**src/hw/rtl/spq_pkg.sv**
```systemverilog
// sorted priority queue: shared types, codes and constants
// used by sorted_priority_queue_core; no dependencies
`default_nettype none

package spq_pkg;

    localparam int SPQ_CAPACITY = 16;

    typedef enum logic [1:0] {
        ACT_INSERT = 2'd0,
        ACT_POP    = 2'd1,
        ACT_REMOVE = 2'd2,
        ACT_LIST   = 2'd3
    } t_action;

    typedef enum logic [1:0] {
        ST_OK        = 2'd0,
        ST_EMPTY     = 2'd1,
        ST_NOT_FOUND = 2'd2,
        ST_FULL      = 2'd3
    } t_status;

    typedef struct packed {
        t_action     action;
        logic [15:0] item_id;
        logic [7:0]  item_priority;
    } t_request;

    typedef struct packed {
        t_status     status;
        logic [15:0] out_id;
        logic [7:0]  out_priority;
        logic        last;
    } t_result;

    typedef struct packed {
        logic [15:0] id;
        logic [7:0]  prio;
    } t_entry;

    typedef enum logic [2:0] {
        S_IDLE,
        S_INS_RD,
        S_INS_CMP,
        S_DEL_RD,
        S_DEL_CHK,
        S_LST_RD,
        S_LST_OUT
    } t_state;

endpackage

`default_nettype wire

```
**src/hw/rtl/sorted_priority_queue_core.sv**
```systemverilog
// sorted priority queue core: sorted entry memory walked by one compare unit
// depends on spq_pkg
//
// channel   direction  handshake               payload
// request   in         start && !busy          i_request (spq_pkg::t_request)
// result    out        o_valid, one cycle      o_result  (spq_pkg::t_result)
//
// every slot access is a memory read state, then a compare (list: output)
// insert walks from the tail, moving each lower-priority entry down a slot
// pop and remove scan all entries, closing the gap; list returns each entry
// full insert and commands on an empty queue answer next cycle
// reset clears the count and the sequencer; memory contents need no clearing
// busy is high while a request is worked; results cannot be stalled
`default_nettype none

module sorted_priority_queue_core #(
    parameter int CAPACITY = spq_pkg::SPQ_CAPACITY
) (
    input  wire logic              i_clk,
    input  wire logic              i_rst_n,
    input  wire logic              start,
    output logic                   busy,
    input  wire spq_pkg::t_request i_request,
    output logic                   o_valid,
    output spq_pkg::t_result       o_result
);

    localparam int AW = $clog2(CAPACITY);
    localparam int CW = $clog2(CAPACITY + 1);
    localparam logic [CW-1:0] CAP_C = CW'(CAPACITY);

    spq_pkg::t_entry   mem [CAPACITY];
    spq_pkg::t_entry   r_rd_data;

    spq_pkg::t_state   r_state, n_state;
    spq_pkg::t_request r_req;
    spq_pkg::t_entry   r_head, n_head;
    logic [CW-1:0]     r_idx, n_idx;
    logic [CW-1:0]     r_count, n_count;
    logic              r_found, n_found;
    logic              r_valid, n_valid;
    spq_pkg::t_result  r_result, n_result;

    logic              w_we;
    logic [AW-1:0]     w_waddr;
    spq_pkg::t_entry   w_wdata;
    logic [AW-1:0]     w_raddr;

    logic              w_accept;
    logic              w_less;
    logic              w_match;
    logic              w_scan_end;
    logic              w_list_last;
    logic [CW-1:0]     w_idx_m1;
    logic [CW-1:0]     w_idx_p1;
    spq_pkg::t_entry   w_new;

    assign w_accept    = start && !busy;
    assign w_less      = r_rd_data.prio < r_req.item_priority;
    assign w_match     = (r_req.action == spq_pkg::ACT_POP) || (r_rd_data.id == r_req.item_id);
    assign w_scan_end  = r_idx == r_count;
    assign w_idx_m1    = r_idx - CW'(1);
    assign w_idx_p1    = r_idx + CW'(1);
    assign w_list_last = w_idx_p1 == r_count;
    assign w_new       = '{id: r_req.item_id, prio: r_req.item_priority};

    // next state
    always_comb begin
        n_state = r_state;
        case (r_state)
            spq_pkg::S_IDLE: begin
                if (w_accept) begin
                    if (i_request.action == spq_pkg::ACT_INSERT) begin
                        if (r_count < CAP_C) begin
                            n_state = spq_pkg::S_INS_RD;
                        end
                    end else if (r_count != '0) begin
                        if (i_request.action == spq_pkg::ACT_LIST) begin
                            n_state = spq_pkg::S_LST_RD;
                        end else begin
                            n_state = spq_pkg::S_DEL_RD;
                        end
                    end
                end
            end
            spq_pkg::S_INS_RD: begin
                n_state = (r_idx == '0) ? spq_pkg::S_IDLE : spq_pkg::S_INS_CMP;
            end
            spq_pkg::S_INS_CMP: begin
                n_state = w_less ? spq_pkg::S_INS_RD : spq_pkg::S_IDLE;
            end
            spq_pkg::S_DEL_RD: begin
                n_state = w_scan_end ? spq_pkg::S_IDLE : spq_pkg::S_DEL_CHK;
            end
            spq_pkg::S_DEL_CHK: begin
                n_state = spq_pkg::S_DEL_RD;
            end
            spq_pkg::S_LST_RD: begin
                n_state = spq_pkg::S_LST_OUT;
            end
            spq_pkg::S_LST_OUT: begin
                n_state = w_list_last ? spq_pkg::S_IDLE : spq_pkg::S_LST_RD;
            end
            default: begin
                n_state = spq_pkg::S_IDLE;
            end
        endcase
    end

    // datapath control and results
    always_comb begin
        n_idx    = r_idx;
        n_count  = r_count;
        n_found  = r_found;
        n_head   = r_head;
        n_valid  = 1'b0;
        n_result = '{status: spq_pkg::ST_OK, out_id: '0, out_priority: '0, last: 1'b1};
        w_we     = 1'b0;
        w_waddr  = r_idx[AW-1:0];
        w_wdata  = w_new;
        w_raddr  = r_idx[AW-1:0];
        case (r_state)
            spq_pkg::S_IDLE: begin
                if (w_accept) begin
                    n_found = 1'b0;
                    if (i_request.action == spq_pkg::ACT_INSERT) begin
                        n_idx = r_count;
                        if (r_count >= CAP_C) begin
                            n_valid         = 1'b1;
                            n_result.status = spq_pkg::ST_FULL;
                        end
                    end else begin
                        n_idx = '0;
                        if (r_count == '0) begin
                            n_valid         = 1'b1;
                            n_result.status = spq_pkg::ST_EMPTY;
                        end
                    end
                end
            end
            spq_pkg::S_INS_RD: begin
                w_raddr = w_idx_m1[AW-1:0];
                if (r_idx == '0) begin
                    w_we    = 1'b1;
                    n_count = r_count + CW'(1);
                    n_valid = 1'b1;
                end
            end
            spq_pkg::S_INS_CMP: begin
                w_we = 1'b1;
                if (w_less) begin
                    w_wdata = r_rd_data;
                    n_idx   = w_idx_m1;
                end else begin
                    n_count = r_count + CW'(1);
                    n_valid = 1'b1;
                end
            end
            spq_pkg::S_DEL_RD: begin
                if (w_scan_end) begin
                    n_valid = 1'b1;
                    if (r_found) begin
                        n_count = r_count - CW'(1);
                        if (r_req.action == spq_pkg::ACT_POP) begin
                            n_result.out_id       = r_head.id;
                            n_result.out_priority = r_head.prio;
                        end
                    end else begin
                        n_result.status = spq_pkg::ST_NOT_FOUND;
                    end
                end
            end
            spq_pkg::S_DEL_CHK: begin
                n_idx = w_idx_p1;
                if (r_found) begin
                    w_we    = 1'b1;
                    w_waddr = w_idx_m1[AW-1:0];
                    w_wdata = r_rd_data;
                end else if (w_match) begin
                    n_found = 1'b1;
                    n_head  = r_rd_data;
                end
            end
            spq_pkg::S_LST_RD: begin
                w_raddr = r_idx[AW-1:0];
            end
            spq_pkg::S_LST_OUT: begin
                n_idx                 = w_idx_p1;
                n_valid               = 1'b1;
                n_result.out_id       = r_rd_data.id;
                n_result.out_priority = r_rd_data.prio;
                n_result.last         = w_list_last;
            end
            default: begin
                n_idx = r_idx;
            end
        endcase
    end

    // entry memory
    always_ff @(posedge i_clk) begin
        if (w_we) begin
            mem[w_waddr] <= w_wdata;
        end
        r_rd_data <= mem[w_raddr];
    end

    always_ff @(posedge i_clk) begin
        if (!i_rst_n) begin
            r_state <= spq_pkg::S_IDLE;
            r_count <= '0;
            r_valid <= 1'b0;
            r_found <= 1'b0;
            r_idx   <= '0;
        end else begin
            r_state <= n_state;
            r_count <= n_count;
            r_valid <= n_valid;
            r_found <= n_found;
            r_idx   <= n_idx;
        end
    end

    always_ff @(posedge i_clk) begin
        if (w_accept) begin
            r_req <= i_request;
        end
        r_head   <= n_head;
        r_result <= n_result;
    end

    assign busy     = r_state != spq_pkg::S_IDLE;
    assign o_valid  = r_valid;
    assign o_result = r_result;

    a_accept_answered: assert property (@(posedge i_clk) disable iff (!i_rst_n)
        w_accept |=> (o_valid || busy))
        else $error("accepted request neither answered nor worked");

    a_count_bound: assert property (@(posedge i_clk) disable iff (!i_rst_n)
        r_count <= CAP_C)
        else $error("entry count above capacity");

    a_last_ends_busy: assert property (@(posedge i_clk) disable iff (!i_rst_n)
        o_valid |-> (o_result.last == !busy))
        else $error("last flag out of step with busy");

    a_error_zero: assert property (@(posedge i_clk) disable iff (!i_rst_n)
        (o_valid && o_result.status != spq_pkg::ST_OK) |->
            (o_result.out_id == '0 && o_result.out_priority == '0 && o_result.last))
        else $error("error result carries data");

endmodule

`default_nettype wire

```
**config.mk**
```make
export PLATFORM = sky130hd
export DESIGN_NAME = sorted_priority_queue_core
export DESIGN_NICKNAME = d
export VERILOG_FILES = /design/src/hw/rtl/spq_pkg.sv /design/src/hw/rtl/sorted_priority_queue_core.sv
export SDC_FILE = /design/constraint.sdc
export NUM_CORES = 1
export LEC_CHECK = 0
export BUFFER_PORTS_ARGS = -buffer_cell sky130_fd_sc_hd__buf_2
export CAP_MARGIN = 30
export CORE_UTILIZATION = 66
export CTS_CLUSTER_DIAMETER = 40
export DETAILED_ROUTE_END_ITERATION = 8
export PLACE_DENSITY = 0.87
export SKIP_CTS_REPAIR_TIMING = 1
export SLEW_MARGIN = 20
export SYNTH_ARGS = -nofsm -noshare
export SYNTH_HDL_FRONTEND = slang
export SYNTH_SLANG_ARGS = --single-unit
```
**constraint.sdc**
```tcl
create_clock -name i_clk -period 8.8 [get_ports i_clk]
set_input_delay 1.76 -clock i_clk [delete_from_list [all_inputs] [get_ports i_clk]]
set_output_delay 1.76 -clock i_clk [all_outputs]
set_load 0.1 [all_outputs]
```
Word-level counts from Yosys, hierarchy flattened:

Memories as Yosys holds them, arrays and structs flattened. A register that Yosys moved wholly into a read port is not among the register bits.
Index checks and enable logic that the tools add are counted.

* bits in registers: 92
* memory bits (writable): 384
* output and inout port bits: 29
* memories kept: 1

* add/sub/neg operators: 4
* order comparisons: 3
* eq/ne operators: 19
* muxes and demuxes: 51
* bitwise logic cells: 1
* reductions and logical operators: 18

Memories
* mem: words 16, bits a word 24, read ports 1, clocked after Yosys merged registers in 1, wr ports 1, line sorted_priority_queue_core.sv:32 `spq_pkg::t_entry mem [CAPACITY];`

Operators by type and width (count)
* 2-to-1 mux 24 bit: 4
* case mux 24 bit (2 select lines): 2
* 2-to-1 mux 5 bit: 7
* case mux 5 bit (3 select lines): 2
* 2-to-1 mux 26 bit: 1
* 2-to-1 mux 3 bit: 7
* case mux 3 bit (7 select lines): 1
* == test 16 bit: 1
* 2-to-1 mux 1 bit: 15
* 2-to-1 mux 4 bit: 3
* inequality test 2 bit, second input constant: 6
* adder 5 x 1 -> 5 bit, second input constant: 2
* == test 5 bit: 2
* zero test 5 bit: 2
* 2-to-1 mux 2 bit: 5
* subtractor 5 x 1 -> 5 bit, second input constant: 2
* == test 3 bit, second input constant: 3
* AND reduction 3 bit: 3
* nonzero test 3 bit: 3
* less-than comparator 8 bit: 1
* == test 3 x 2 -> 1 bit, second input constant: 2
* inequality test 3 bit, second input constant: 2
* greater-or-equal comparator 5 bit, second input constant: 1
* less-than comparator 5 bit, second input constant: 1
* 18 further kinds: 18

Logic depth before layout (Yosys ltp):

* word-level depth: 6
* depth in mapped cells: 11

Worst setup path before layout:

OpenSTA, ideal clock, no wires.

* kind: reg-to-output
* from: register r_state[2]
* to: output port busy
* data arrival time: 1.468 ns
* slack: 5.572 ns
* cell stages (with the launch flop): 5
* path buffers: 2
* cells stage by stage: dfxtp_1 > buf_2 > clkbuf_1 > nor3_1 > inv_1

* cells in the longest elaborated chain, start to end: 1

RTL lines
* from (decl): line sorted_priority_queue_core.sv:35 `spq_pkg::t_state r_state, n_state;`
* from (signal assigned): line sorted_priority_queue_core.sv:210 `r_state <= spq_pkg::S_IDLE;`
* from (signal assigned): line sorted_priority_queue_core.sv:216 `r_state <= n_state;`
* nonzero test 3 bit: line sorted_priority_queue_core.sv:232 `assign busy = r_state != spq_pkg::S_IDLE;`
* to (decl): line sorted_priority_queue_core.sv:22 `output logic busy,`

Every way passes these cells.

Worst setup path in the final report:

* from: register r_state[0]
* to: register, netlist name r_rd_data[12]

* cells in the longest elaborated chain, start to end: 2

RTL lines
* == test 3 x 1 -> 1 bit: line sorted_priority_queue_core.sv:122 `case (r_state)`
* 2-to-1 mux 4 bit: line sorted_priority_queue_core.sv:122

Every way passes these cells.
A chain may end at the register's enable or synchronous reset.

==> impl_metrics.ini <==
[sta]
worstMarginPinSlew_ns = 1.05
maxSlewViolCount = 0
period_needed_ns = 4.15
setup_viol = 0
skew_ns = 0.0261
hold_viol = 0
finalCritPeriodShare_pct = 47.1
setup_ws_ns = 4.65
timing.fmax_ghz = 0.241
rsz0062_at_grt = no
fin_tns_setup_ns = 0
slew-limit-headroom_pct = 30.1

[floorplanning]
core-area_um2 = 28800
start_util_pct = 67.2
io_pins = 58
dieArea_um2 = 30000
rows = 62
dieHeight_um = 173
dieWidth_um = 173

[finish]
layout_common_cells = edfxtp_1, mux4_2, nand2_1
n_antenna_cell = 0
syn2layout_area_growth_pct = 14.2
drive_above_1_share_pct = 25.9
fin_cells = 1601
nNetsFinal = 1220
final_common_cell = edfxtp_1

[setup_path]
cp_max_fo = 67
r2r_slack_ns = 4.65
start_kind = flop
worstPathArrival_ns = 4.60
slowest_delay_ns = 0.79
worstRegToRegCells = 8
critPathTopFamily = buffers and inverters
required_ns = 9.25
r2r_start = r_state[0]$_SDFFE_PN0P_
cp_slowest_cell = dfxtp_1
critical_path_class = flop to flop
critPathLaunch = r_state[0]$_SDFFE_PN0P_
worstReg2RegEnd = r_rd_data[12]$_DFF_P_
crit_cells = 8
worst_setup_path_end_kind = flop
crit_top_cell = nand2_1
path_cells = nor3b_4, nand2_1, xor2_4, buf_16, buf_4, mux4_2, a22oi_1, nand2_1
crit_end = r_rd_data[12]$_DFF_P_
path_buf_inv = 2

[clock_network]
htree_levels = 2
root_buffer = clkbuf_16
numClockSinks = 500
cts_made_buffers = 50
clock_latency_ns = 0.58
clk_pin_slew_worst_paths_ns = 0.06
cts_tree = built
cts_max_path_buffers = 3

[drt]
final_antenna_net_count = 0
firstDrtPassIters = 6
vias_per_cell = 7.05
via_count = 11300
drt_iter0_drc = 1643
avgRoutedWirePerCell_um = 30.8
drc = 0
routed_wirelength_um = 49300

[place]
portBuffers = 57
gp_congestion = 0.856
dp.cells = 1504
place_ws_ns = 4.94
place_hpwl_um = 25000

[global_routing]
grt_max_degree = 68
use_met3_pct = 6.49
use_met2_pct = 54.6
busiest_layer = met2
antenna_found_initial = 0
grt-ovfl-total = 0
grt_usage_pct = 33.4
grt_pass1_wl_um = 71800
gr-usage-met1_pct = 43.3
grt_pass1_vias = 11500

[min_path]
worstHoldPathType = flop to flop

[logic_synthesis]
syn-cell-area_um2 = 19400
synth_edf_count = 434
synthCells = 1073
ys_warn_count = 0
syn_area_per_cell_um2 = 18.0
synth_seq_cells = 500
seq_area_frac_synth_pct = 74.2
synth_ff_type = edfxtp_1
yosys.cell_types.count = 59
ys_async_sr_fraction_pct = 0
syn_nets = 1118

[power]
power_w = 0.00853
ir_drop_mv = 0.206
power_density_nw_per_um2 = 386
p_leak_nw = 7.57

[run_status]
status = finished clean

[run]
max-cap-violations = 0
## logic make-up after synthesis
family | Yosys count | synth area share [%]
flip-flops | 500 | 74.2
AND/OR/NAND/NOR | 179 | 4.09
AO/OA/AOI/OAI | 164 | 5.90
multiplexers | 99 | 11.3
buffers and inverters | 78 | 1.77
XOR/XNOR | 37 | 1.67
adder cells (fa/ha/maj) | 16 | 1.07
## worst min-delay path by stage
| stage | start | endpoint | depth (start not counted) |
|---|---|---|---|
| floorplan | r_head[9]$_DFFE_PP_ | o_result[10]$_DFF_P_ | 1 |
| global placement | r_head[20]$_DFFE_PP_ | o_result[21]$_DFF_P_ | 1 |
| detailed placement | r_head[9]$_DFFE_PP_ | o_result[10]$_DFF_P_ | 1 |
| CTS | r_head[9]$_DFFE_PP_ | o_result[10]$_DFF_P_ | 1 |
| global route | r_head[9]$_DFFE_PP_ | o_result[10]$_DFF_P_ | 1 |
| finish | r_head[9]$_DFFE_PP_ | o_result[10]$_DFF_P_ | 1 |
## layer usage
layer  wire length, um  share of wire [%]
met5                 0                  0
met4              2820                5.7
met3              6100                 12
met2             24000                 49
met1             16400                 33
## Yosys cell counts, types with 3 or more instances
library cell	n	share of area [%]
nand4_1	5	0.16
xnor2_1	25	1.1
dfxtp_1	66	6.8
a211oi_1	5	0.19
buf_1	3	0.058
nor4_1	3	0.097
nor3_1	4	0.10
a21oi_1	24	0.62
clkbuf_1	36	0.70
a21o_1	4	0.16
buf_6	4	0.23
a22oi_1	51	2.0
ha_1	15	0.97
mux2i_1	3	0.16
edfxtp_1	434	67
a22o_1	25	1.1
nand2_1	95	1.8
nor2b_1	5	0.16
nand3_1	4	0.10
mux4_2	96	11
nor2_1	46	0.89
nand3b_1	3	0.12
xor2_1	12	0.54
inv_1	21	0.41
o21ai_0	32	0.83
buf_2	13	0.34
## report_power, final
part           leakage, nW  internal, W  switching, W
Clock                0.801      0.00123      0.000943
Sequential            4.47      0.00308      0.000254
Combinational         2.30      0.00125       0.00177
Total                 7.57      0.00556       0.00296
## state kept, by name, summed over array words and instances, names as in the netlist
signal     cells
mem          384
o_result      27
o_valid        1
r_count        5
r_found        1
r_head        24
r_idx          5
r_rd_data     24
r_req         26
r_state        3
## per-stage QoR
step	instance area (um^2)	hold WS (ns)	utilization [%]
6_report	22100	0.449	76.8
5_1_grt	22100	0.465	76.8
4_1_cts	22100	0.451	76.6
3_5_place_dp	20400	0.440	70.8
3_3_place_gp	20300	0.442	70.6
2_1_floorplan	19400	0.436	-
## worst register-to-register path, stage by stage (launching register included)
cell and delay, ns:
dfxtp_1 0.79, nor3b_4 0.50, nand2_1 0.20, xor2_4 0.56
buf_16 0.24, buf_4 0.74, mux4_2 0.64, a22oi_1 0.29
nand2_1 0.09
## area by class of cell
cell class              count  area (um^2)
inverters                  21         78.8
flip-flops and latches    500        14400
repair buffers            107          728
multi-input cells         495         4780
well taps                 384          480
fillers                  1356         6670
clock inverters            31          325
clock buffers              63         1360
Note: power is estimated with default switching activity, not from simulation.
